File: config.mk
export PLATFORM = sky130hd
export DESIGN_NAME = interval_reservation_table
export DESIGN_NICKNAME = d
export VERILOG_FILES = /design/src/hdl/irt_pkg.sv /design/src/hdl/interval_reservation_table.sv /design/src/hdl/irt_scan.sv
export SDC_FILE = /design/constraint.sdc
export NUM_CORES = 2
export LEC_CHECK = 0
export BUFFER_PORTS_ARGS = -buffer_cell sky130_fd_sc_hd__buf_2
export CAP_MARGIN = 15
export CELL_PAD_IN_SITES_DETAIL_PLACEMENT = 1
export CELL_PAD_IN_SITES_GLOBAL_PLACEMENT = 1
export CORE_MARGIN = 2
export CORE_UTILIZATION = 30
export DETAILED_ROUTE_END_ITERATION = 6
export PLACE_DENSITY = 0.47
export RECOVER_POWER = 25
export SLEW_MARGIN = 30
export SYNTH_ARGS = -nofsm -noshare
export SYNTH_HDL_FRONTEND = slang
export SYNTH_SLANG_ARGS = --single-unit
File: constraint.sdc
create_clock -name aclk -period 9.3 [get_ports aclk]
set_clock_uncertainty 0.1 [all_clocks]
set_input_delay 2.325 -clock aclk [delete_from_list [all_inputs] [get_ports aclk]]
set_output_delay 2.325 -clock aclk [all_outputs]
set_load 0.03 [all_outputs]
File: src/hdl/irt_pkg.sv
// Shared types and constants for the interval reservation table.
// No dependencies.
`timescale 1ns / 1ps
`default_nettype none

package irt_pkg;

    localparam int IRT_ENTRIES   = 64;
    localparam int IRT_TIME_BITS = 30;

    localparam int IRT_STATUS_W  = 2;
    localparam int IRT_M_DATA_W  = ((IRT_STATUS_W + 7) / 8) * 8;

    localparam logic [IRT_STATUS_W-1:0] STAT_BOOKED   = 2'd0;
    localparam logic [IRT_STATUS_W-1:0] STAT_CONFLICT = 2'd1;
    localparam logic [IRT_STATUS_W-1:0] STAT_FULL     = 2'd2;
    localparam logic [IRT_STATUS_W-1:0] STAT_INVALID  = 2'd3;

    // Control from the sequencer to the compare unit.
    typedef struct packed {
        logic clear;  // start of a new request
        logic valid;  // a stored slot is on the data inputs
    } irt_scan_ctl_t;

    // Accumulated compare results.
    typedef struct packed {
        logic conflict;
        logic same;
    } irt_flags_t;

endpackage

`default_nettype wire

File: src/hdl/interval_reservation_table.sv
// Interval reservation table top level: request sequencer, slot memory, result register.
// Depends on irt_pkg and irt_scan.
//
//  channel | dir | fields (tdata, low bit up)            | beat
//  s_      | in  | start_time, end_time, zero pad       | one request
//  m_      | out | status, zero pad                     | one result per request
//
// A request runs from acceptance to the result beat in these steps: one memory read
// per stored slot through the single compare unit, a drain of the read register,
// then a decide step that writes any new slot. An invalid request or an empty table
// goes straight to the decide step. s_tready is low while a request is in progress;
// a pending result in the output register only stalls the decide step. Reset empties
// the table at once (slot contents are not cleared; only slots below the count are read).
`timescale 1ns / 1ps
`default_nettype none

module interval_reservation_table
    import irt_pkg::*;
#(
    parameter int ENTRIES   = IRT_ENTRIES,
    parameter int TIME_BITS = IRT_TIME_BITS,
    localparam int S_DATA_W = ((2 * TIME_BITS + 7) / 8) * 8
) (
    input  wire logic                    aclk,
    input  wire logic                    aresetn,
    input  wire logic                    s_tvalid,
    output logic                         s_tready,
    input  wire logic [S_DATA_W-1:0]     s_tdata,   // start_time, end_time, zero pad
    output logic                         m_tvalid,
    input  wire logic                    m_tready,
    output logic [IRT_M_DATA_W-1:0]      m_tdata    // status, zero pad
);

    localparam int IDX_W = (ENTRIES > 1) ? $clog2(ENTRIES) : 1;
    localparam int CNT_W = $clog2(ENTRIES + 1);
    localparam int SLOT_W = 2 * TIME_BITS;

    localparam logic [1:0] ST_IDLE   = 2'd0;
    localparam logic [1:0] ST_SCAN   = 2'd1;
    localparam logic [1:0] ST_DRAIN  = 2'd2;
    localparam logic [1:0] ST_DECIDE = 2'd3;

    logic [1:0]              state_reg, state_next;
    logic [IDX_W-1:0]        idx_reg, idx_next;
    logic [CNT_W-1:0]        count_reg, count_next;
    logic                    inv_reg, inv_next;
    logic                    rd_valid_reg;
    logic                    m_valid_reg, m_valid_next;
    logic [IRT_STATUS_W-1:0] m_status_reg, m_status_next;
    logic [TIME_BITS-1:0]    req_start_reg, req_end_reg;
    logic [SLOT_W-1:0]       rd_data_reg;

    logic [SLOT_W-1:0]       slot_mem [ENTRIES];

    logic [TIME_BITS-1:0]    in_start;
    logic [TIME_BITS-1:0]    in_end;
    logic                    s_accept;
    logic                    m_free;
    logic                    last_idx;
    logic                    table_full;
    logic                    rd_en;
    logic                    wr_en;
    irt_scan_ctl_t           scan_ctl;
    irt_flags_t              flags;

    assign in_start   = s_tdata[TIME_BITS-1:0];
    assign in_end     = s_tdata[2*TIME_BITS-1:TIME_BITS];
    assign s_tready   = (state_reg == ST_IDLE);
    assign s_accept   = s_tvalid & s_tready;
    assign m_free     = !m_valid_reg || m_tready;
    assign last_idx   = ((CNT_W'(idx_reg) + CNT_W'(1)) == count_reg);
    assign table_full = (count_reg == CNT_W'(ENTRIES));

    always_comb begin
        state_next    = state_reg;
        idx_next      = idx_reg;
        count_next    = count_reg;
        inv_next      = inv_reg;
        m_valid_next  = m_valid_reg;
        m_status_next = m_status_reg;
        rd_en         = 1'b0;
        wr_en         = 1'b0;

        // drop the result beat once taken
        if (m_valid_reg && m_tready) begin
            m_valid_next = 1'b0;
        end

        case (state_reg)
            ST_IDLE: begin
                if (s_accept) begin
                    inv_next = (in_end < in_start);
                    idx_next = '0;
                    if ((in_end < in_start) || (count_reg == '0)) begin
                        state_next = ST_DECIDE;
                    end else begin
                        state_next = ST_SCAN;
                    end
                end
            end
            ST_SCAN: begin
                rd_en = 1'b1;
                if (last_idx) begin
                    state_next = ST_DRAIN;
                end else begin
                    idx_next = idx_reg + IDX_W'(1);
                end
            end
            ST_DRAIN: begin
                state_next = ST_DECIDE;
            end
            ST_DECIDE: begin
                // hold until the output register is free
                if (m_free) begin
                    m_valid_next = 1'b1;
                    state_next   = ST_IDLE;
                    if (inv_reg) begin
                        m_status_next = STAT_INVALID;
                    end else if (flags.conflict) begin
                        m_status_next = STAT_CONFLICT;
                    end else if (flags.same) begin
                        m_status_next = STAT_BOOKED;
                    end else if (table_full) begin
                        m_status_next = STAT_FULL;
                    end else begin
                        m_status_next = STAT_BOOKED;
                        wr_en         = 1'b1;
                        count_next    = count_reg + CNT_W'(1);
                    end
                end
            end
            default: begin
                state_next = ST_IDLE;
            end
        endcase
    end

    assign scan_ctl.clear = s_accept;
    assign scan_ctl.valid = rd_valid_reg;

    irt_scan #(
        .TIME_BITS(TIME_BITS)
    ) u_scan (
        .aclk      (aclk),
        .aresetn   (aresetn),
        .ctl       (scan_ctl),
        .req_start (req_start_reg),
        .req_end   (req_end_reg),
        .slot_start(rd_data_reg[TIME_BITS-1:0]),
        .slot_end  (rd_data_reg[SLOT_W-1:TIME_BITS]),
        .flags     (flags)
    );

    always_ff @(posedge aclk) begin
        if (!aresetn) begin
            state_reg    <= ST_IDLE;
            idx_reg      <= '0;
            count_reg    <= '0;
            inv_reg      <= 1'b0;
            rd_valid_reg <= 1'b0;
            m_valid_reg  <= 1'b0;
        end else begin
            state_reg    <= state_next;
            idx_reg      <= idx_next;
            count_reg    <= count_next;
            inv_reg      <= inv_next;
            rd_valid_reg <= rd_en;
            m_valid_reg  <= m_valid_next;
        end
    end

    always_ff @(posedge aclk) begin
        m_status_reg <= m_status_next;
        if (s_accept) begin
            req_start_reg <= in_start;
            req_end_reg   <= in_end;
        end
    end

    // slot memory: one write and one registered read per cycle
    always_ff @(posedge aclk) begin
        if (wr_en) begin
            slot_mem[count_reg[IDX_W-1:0]] <= {req_end_reg, req_start_reg};
        end
        if (rd_en) begin
            rd_data_reg <= slot_mem[idx_reg];
        end
    end

    assign m_tvalid = m_valid_reg;
    assign m_tdata  = {{(IRT_M_DATA_W - IRT_STATUS_W){1'b0}}, m_status_reg};

endmodule

`default_nettype wire

File: src/hdl/irt_scan.sv
// Shared overlap/equality compare unit with accumulating flags.
// Depends on irt_pkg.
`timescale 1ns / 1ps
`default_nettype none

module irt_scan
    import irt_pkg::*;
#(
    parameter int TIME_BITS = IRT_TIME_BITS
) (
    input  wire logic                 aclk,
    input  wire logic                 aresetn,
    input  wire irt_scan_ctl_t        ctl,
    input  wire logic [TIME_BITS-1:0] req_start,
    input  wire logic [TIME_BITS-1:0] req_end,
    input  wire logic [TIME_BITS-1:0] slot_start,
    input  wire logic [TIME_BITS-1:0] slot_end,
    output irt_flags_t                flags
);

    irt_flags_t flags_reg;
    irt_flags_t flags_next;
    logic       hit_overlap;
    logic       hit_same;

    assign hit_overlap = (slot_start < req_end) && (slot_end > req_start);
    assign hit_same    = (slot_start == req_start) && (slot_end == req_end);

    always_comb begin
        flags_next = flags_reg;
        if (ctl.clear) begin
            flags_next = '0;
        end else if (ctl.valid) begin
            flags_next.conflict = flags_reg.conflict | hit_overlap;
            flags_next.same     = flags_reg.same | hit_same;
        end
    end

    always_ff @(posedge aclk) begin
        if (!aresetn) begin
            flags_reg <= '0;
        end else begin
            flags_reg <= flags_next;
        end
    end

    assign flags = flags_reg;

endmodule

`default_nettype wire

==> Word-level counts from Yosys, hierarchy flattened <==
Memories as Yosys holds them, arrays and structs flattened. A register that Yosys moved wholly into a read port is not among the register bits.
Cells that the tools add are included.
{ "word_totals": {"ramBits": 3840, "mem_count": 1, "reg_bits": 82, "input_bits": 68, "word_cells": 77, "out_inout_bits": 10} }
{ "classes": {"n_eq_ne": 11, "n_lt_le_gt_ge": 3, "reduce_logical": 16, "bitwise_logic": 8, "n_mux": 23, "n_addsub": 3} }
{ "memory_table": {"columns": ["memory", "words", "width", "rd", "rd_ports_with_merged_regs", "write_ports", "line", "text"], "rows": [
  ["slot_mem", 64, 60, 1, 1, 1, "interval_reservation_table.sv:53", "logic [SLOT_W-1:0] slot_mem [ENTRIES];"]
]} }
{ "ops": {"columns": ["op", "n"], "rows": [
  ["30-bit == test", 2],
  ["30-bit less-than comparator", 2],
  ["30-bit > comparator", 1],
  ["2-bit 2-to-1 mux", 7],
  ["1-bit 2-to-1 mux", 12],
  ["6-bit 2-to-1 mux", 2],
  ["6-bit case mux with 2 select lines", 1],
  ["2-bit case mux with 4 select lines", 1],
  ["6-bit by 1-bit adder with 7-bit output (second input constant)", 1],
  ["7-bit by 1-bit adder with 7-bit output (second input constant)", 1],
  ["7-bit == test", 1],
  ["7-bit == test (second input constant)", 1],
  ["7-bit logical NOT", 1],
  ["6-bit by 1-bit adder with 6-bit output (second input constant)", 1],
  ["2-bit inequality test (second input constant)", 3],
  ["3-bit AND reduction", 2],
  ["6-bit AND reduction", 1],
  ["1-bit inverter", 5],
  ["2-bit == test (second input constant)", 2],
  ["2-bit AND reduction", 2],
  ["2-bit OR reduction", 2],
  ["1-bit logical AND", 3],
  ["2-bit by 1-bit == test with 1-bit output (second input constant)", 1],
  ["2-bit logical NOT", 1],
  ["6 further kinds", 8]
]} }

==> Logic depth before layout (Yosys ltp) <==
{ "logic_depth": {"word_depth": 9, "depth_mapped": 10, "mapped_depth_nobuf": 8} }

==> Modules after synthesis <==
Synthesis repeated with hierarchy kept, for this count alone.
{ "unflattened": {"hier_cells": 6314, "area_unflattened_um2": 153125.6} }
{ "modules_own_cells": {"columns": ["mod", "cells_per_inst", "area_each_um2", "seq_area_each_um2", "instances"], "rows": [
  ["interval_reservation_table", 6010, 150883.5, 119334.5, 1],
  ["irt_scan", 304, 2242.2, 40.0, 1]
]} }

==> Least setup slack after synthesis <==
Ideal clock, no wire load.
{ "synth_path": {"kind": "in2reg", "startpoint": "in m_tready", "endpoint": "mem slot_mem[24][0] (netlist name), enable pin", "path_slack_ns": 2.762, "setup_ns": 0.478, "path_buffers": 1, "path_stages": 7, "arrival_ns": 5.960, "cell_sequence": "nand2b_1 and3_1 and2_1 clkbuf_1 nor2b_1 nand3_1 nor2_1"} }
{ "synth_via": {"elab_chain_len": 5} }
{ "synth_lines": {"columns": ["element", "line", "text"], "rows": [
  ["start: declaration", "interval_reservation_table.sv:30", "input wire logic m_tready,"],
  ["1-bit logical OR", "interval_reservation_table.sv:70", "assign m_free = !m_valid_reg || m_tready;"],
  ["1-bit 2-to-1 mux", "interval_reservation_table.sv:114", "if (m_free) begin"],
  ["1-bit 2-to-1 mux", "interval_reservation_table.sv:89", "case (state_reg)"],
  ["1-bit 2-to-1 mux", "interval_reservation_table.sv:182", "if (wr_en) begin"],
  ["1-bit 2-to-1 mux (implied by the code)", "interval_reservation_table.sv:183", "slot_mem[count_reg[IDX_W-1:0]] <= {req_end_reg, req_start_reg};"],
  ["end: declaration", "interval_reservation_table.sv:53", null]
]} }
Every way passes these cells.

==> Final worst setup path <==
{ "layout_path": {"startpoint": "in m_tready", "endpoint": "mem slot_mem[15][49] (netlist name), enable pin"} }
The elaborated chain is that of the path after synthesis.

==> reports/metrics.cfg <==
[outcome]
outcome = finished, violations left
violations = capacitance limit, slew limit

[layout]
n_fill_cell = 48900
fin_area_um2 = 178000
drive_gt1_share_pct = 29.3
syn2layout_area_growth_pct = 15.7
fin_nets = 6994
utilization_pct = 34.9
largest_reg_flops = 3840

[synth]
synth_area_um2 = 153000
syn_avg_cell_area_um2 = 24.0
synth_commonest_cells = edfxtp_1, mux4_2, clkbuf_1, buf_2, inv_1
ys_seq_elements = 3982
synthTopCellsByArea = edfxtp_1, mux4_2, ha_1
yosys.area.top_type = edfxtp_1
synth_top_cell_area_share_pct = 77.5
yosysWarnings = 0
ys_async_sr_fraction_pct = 0
synthFlopType = edfxtp_1
synth_cells = 6404
synth_edf_count = 3962
synth_cell_types = 55
synth.most_common_cell = edfxtp_1
synth_seq_area_share_pct = 77.8

[placement]
routabilityCongestion = 0.797
postPlaceCellArea_um2 = 164000
hpwl_um = 262000
port_buffers = 67

[power]
p_leak_nw = 52.7
ir_drop_v = 0.000165
power_density_nw_per_um2 = 241

[timing]
hold_viol = 0
maxSlewHeadroom_pct = -201
setup_tns_ns = 0
worst_slew_pin_slew_ns = 4.51
rsz0062_at_grt = false
drv_slew = 2634
period_share_pct = 59.7
period_needed_ns = 5.55
fmax_mhz = 180
setup_viol = 0

[floorplanning]
die_y_um = 719
coreArea_um2 = 509000
fp.dieArea_um2 = 517000
die_w_um = 719
initial_core_util_pct = 30.1
placementRows = 262
io_pins = 78

[setup_path]
path_cells = buf_2 -> nand2b_1 -> and3_1 -> and2_1 -> nor2b_1 -> nand2_1 -> nor2_4 -> buf_12
crit_path_start_kind = input pin
cp.arrival_ns = 6.08
worst-path-buf-inv = 2
critPathMaxStageDelay_ns = 0.93
crit_type = input pin to flip-flop
crit_required_ns = 9.82
path_delay_family = simple AND/OR/NAND/NOR gates
end_kind = flip-flop
crit_fanout = 46
slowest_stage = nor2_4

[worst_hold_path]
hold_class = flip-flop to flip-flop

[routing]
drt_first_pass_iters = 5
drcViolationCount = 0
antenna_left = 0
dr.first_iter.drc_count = 8029
drt-wirelength-per-cell_um = 34.8
viasPerCell = 5.20
vias = 72500
routed_wl_um = 485000

[global_route]
grt_pass1_wl_um = 664000
grtUsageTotal_pct = 18.5
grt_overflow = 0
grt_max_degree = 98
grt_pass1_vias = 77400
antenna_found_initial = 35

[clock_network]
ctsResizeCount = 0
htreeDepth = 5
cts_tree = yes
cts_buffer_depth = 4
cts_hold_buffers = 0
postCtsSetupRepairBufs = 0
clock_latency_ns = 1.01
cts_root_buf = clkbuf_16
path_clk_slew_ns = 0.06
clock-sinks = 3982
cts_inserted_buffers = 436

[job]
drv_cap = 41

[per-layer routing]
| metal | vias up | track usage, % | share of wire (%) |
|---|---|---|---|
| li1 | 28500 | - | - |
| met1 | 41200 | 26.1 | 44 |
| met2 | 2280 | 30.4 | 48 |
| met3 | 615 | 2.38 | 5.4 |
| met4 | 2 | 4.33 | 2.5 |
| met5 | - | 0 | 0.0014 |
[worst paths after layout]
check                                 startpoint               end  slack [ns]  depth (start not counted)
worst min register to register      state_reg[1]      state_reg[1]        0.41                          2
worst max register to register  req_start_reg[2]   u_scan.flags[1]        3.83                          9
worst max-delay path                    m_tready  slot_mem[15][49]        3.75                          8
worst min-delay path                state_reg[1]      state_reg[1]        0.41                          2
[layout by cell type (no fill, tap or decap), types with 6 or more instances in the layout]
master / Yosys / final
nor4_1: 9 / 9
inv_1: 108 / 107
a21oi_1: 76 / 76
and2_1: 10 / 9
nand3_1: 29 / 25
inv_6: 0 / 7
buf_2: 114 / 67
o22ai_1: 21 / 21
buf_4: 32 / 124
clkinvlp_4: 0 / 6
diode_2: 0 / 9
clkinv_16: 0 / 6
a21o_1: 11 / 11
edfxtp_1: 3962 / 3962
nor2b_1: 52 / 50
clkinv_8: 0 / 6
xnor2_1: 36 / 36
dfxtp_1: 20 / 14
nand2_1: 80 / 80
nor2_1: 86 / 22
buf_12: 0 / 64
bufinv_16: 0 / 29
a211oi_1: 49 / 48
mux4_2: 1175 / 1175
nand4_1: 24 / 24
xor2_1: 24 / 24
nand2b_1: 11 / 11
nor3_1: 6 / 6
o21ai_0: 18 / 17
clkinv_2: 0 / 70
ha_1: 95 / 94
clkinv_1: 0 / 111
dfxtp_4: 0 / 6
conb_1: 1 / 6
nor2_4: 0 / 64
mux2i_1: 42 / 42
clkbuf_1: 150 / 165
clkbuf_16: 0 / 444
a22oi_1: 71 / 71
[per-stage QoR]
stage	setup WS, ns	hold slack [ns]	total power (W)	instances
CTS	3.85	0.419	0.0432	13900
detailed placement	2.77	0.410	0.0264	13100
finish	3.75	0.414	0.0428	13900
floorplan	2.76	0.338	0.0244	6409
global placement	2.79	0.399	0.0263	13100
global route	3.59	0.454	0.0442	13900
[power by group]
part / internal, W / switching (W)
Combinational: 0.00194 / 0.00305
Clock: 0.00958 / 0.00723
Sequential: 0.0208 / 0.000241
Total: 0.0323 / 0.0105
[area by class of cell]
| type | count | area, µm² | area share [%] |
|---|---|---|---|
| clock buffers | 565 | 11600 | 6.54 |
| flip-flops and latches | 3982 | 119000 | 67.3 |
| inverters | 108 | 407 | 0.229 |
| repair buffers | 308 | 2850 | 1.60 |
| clock inverters | 239 | 2090 | 1.18 |
| multi-input cells | 1995 | 32700 | 18.4 |
| diodes | 9 | 22.5 | 0.0127 |
| well taps | 6732 | 8420 | 4.74 |
[cells by family after synthesis]
group	Yosys count	share of synthesized area [%]
AO/OA/AOI/OAI	286	1.26
XOR/XNOR	60	0.342
adder cells (fa/ha/maj)	95	0.775
buffers and inverters	432	1.24
flip-flops	3982	77.8
multiplexers	1217	17.5
other	1	0.00244
AND/OR/NAND/NOR	331	1.06
[tightest hold or removal path: cells and delay by family (launching register included)]
family             cells  cell delay, ns
AOI/OAI and AO/OA      1            0.06
DFF                    1            0.34
and+or+nand+nor        1            0.07
No activity file was read; power rests on OpenSTA's default activity.
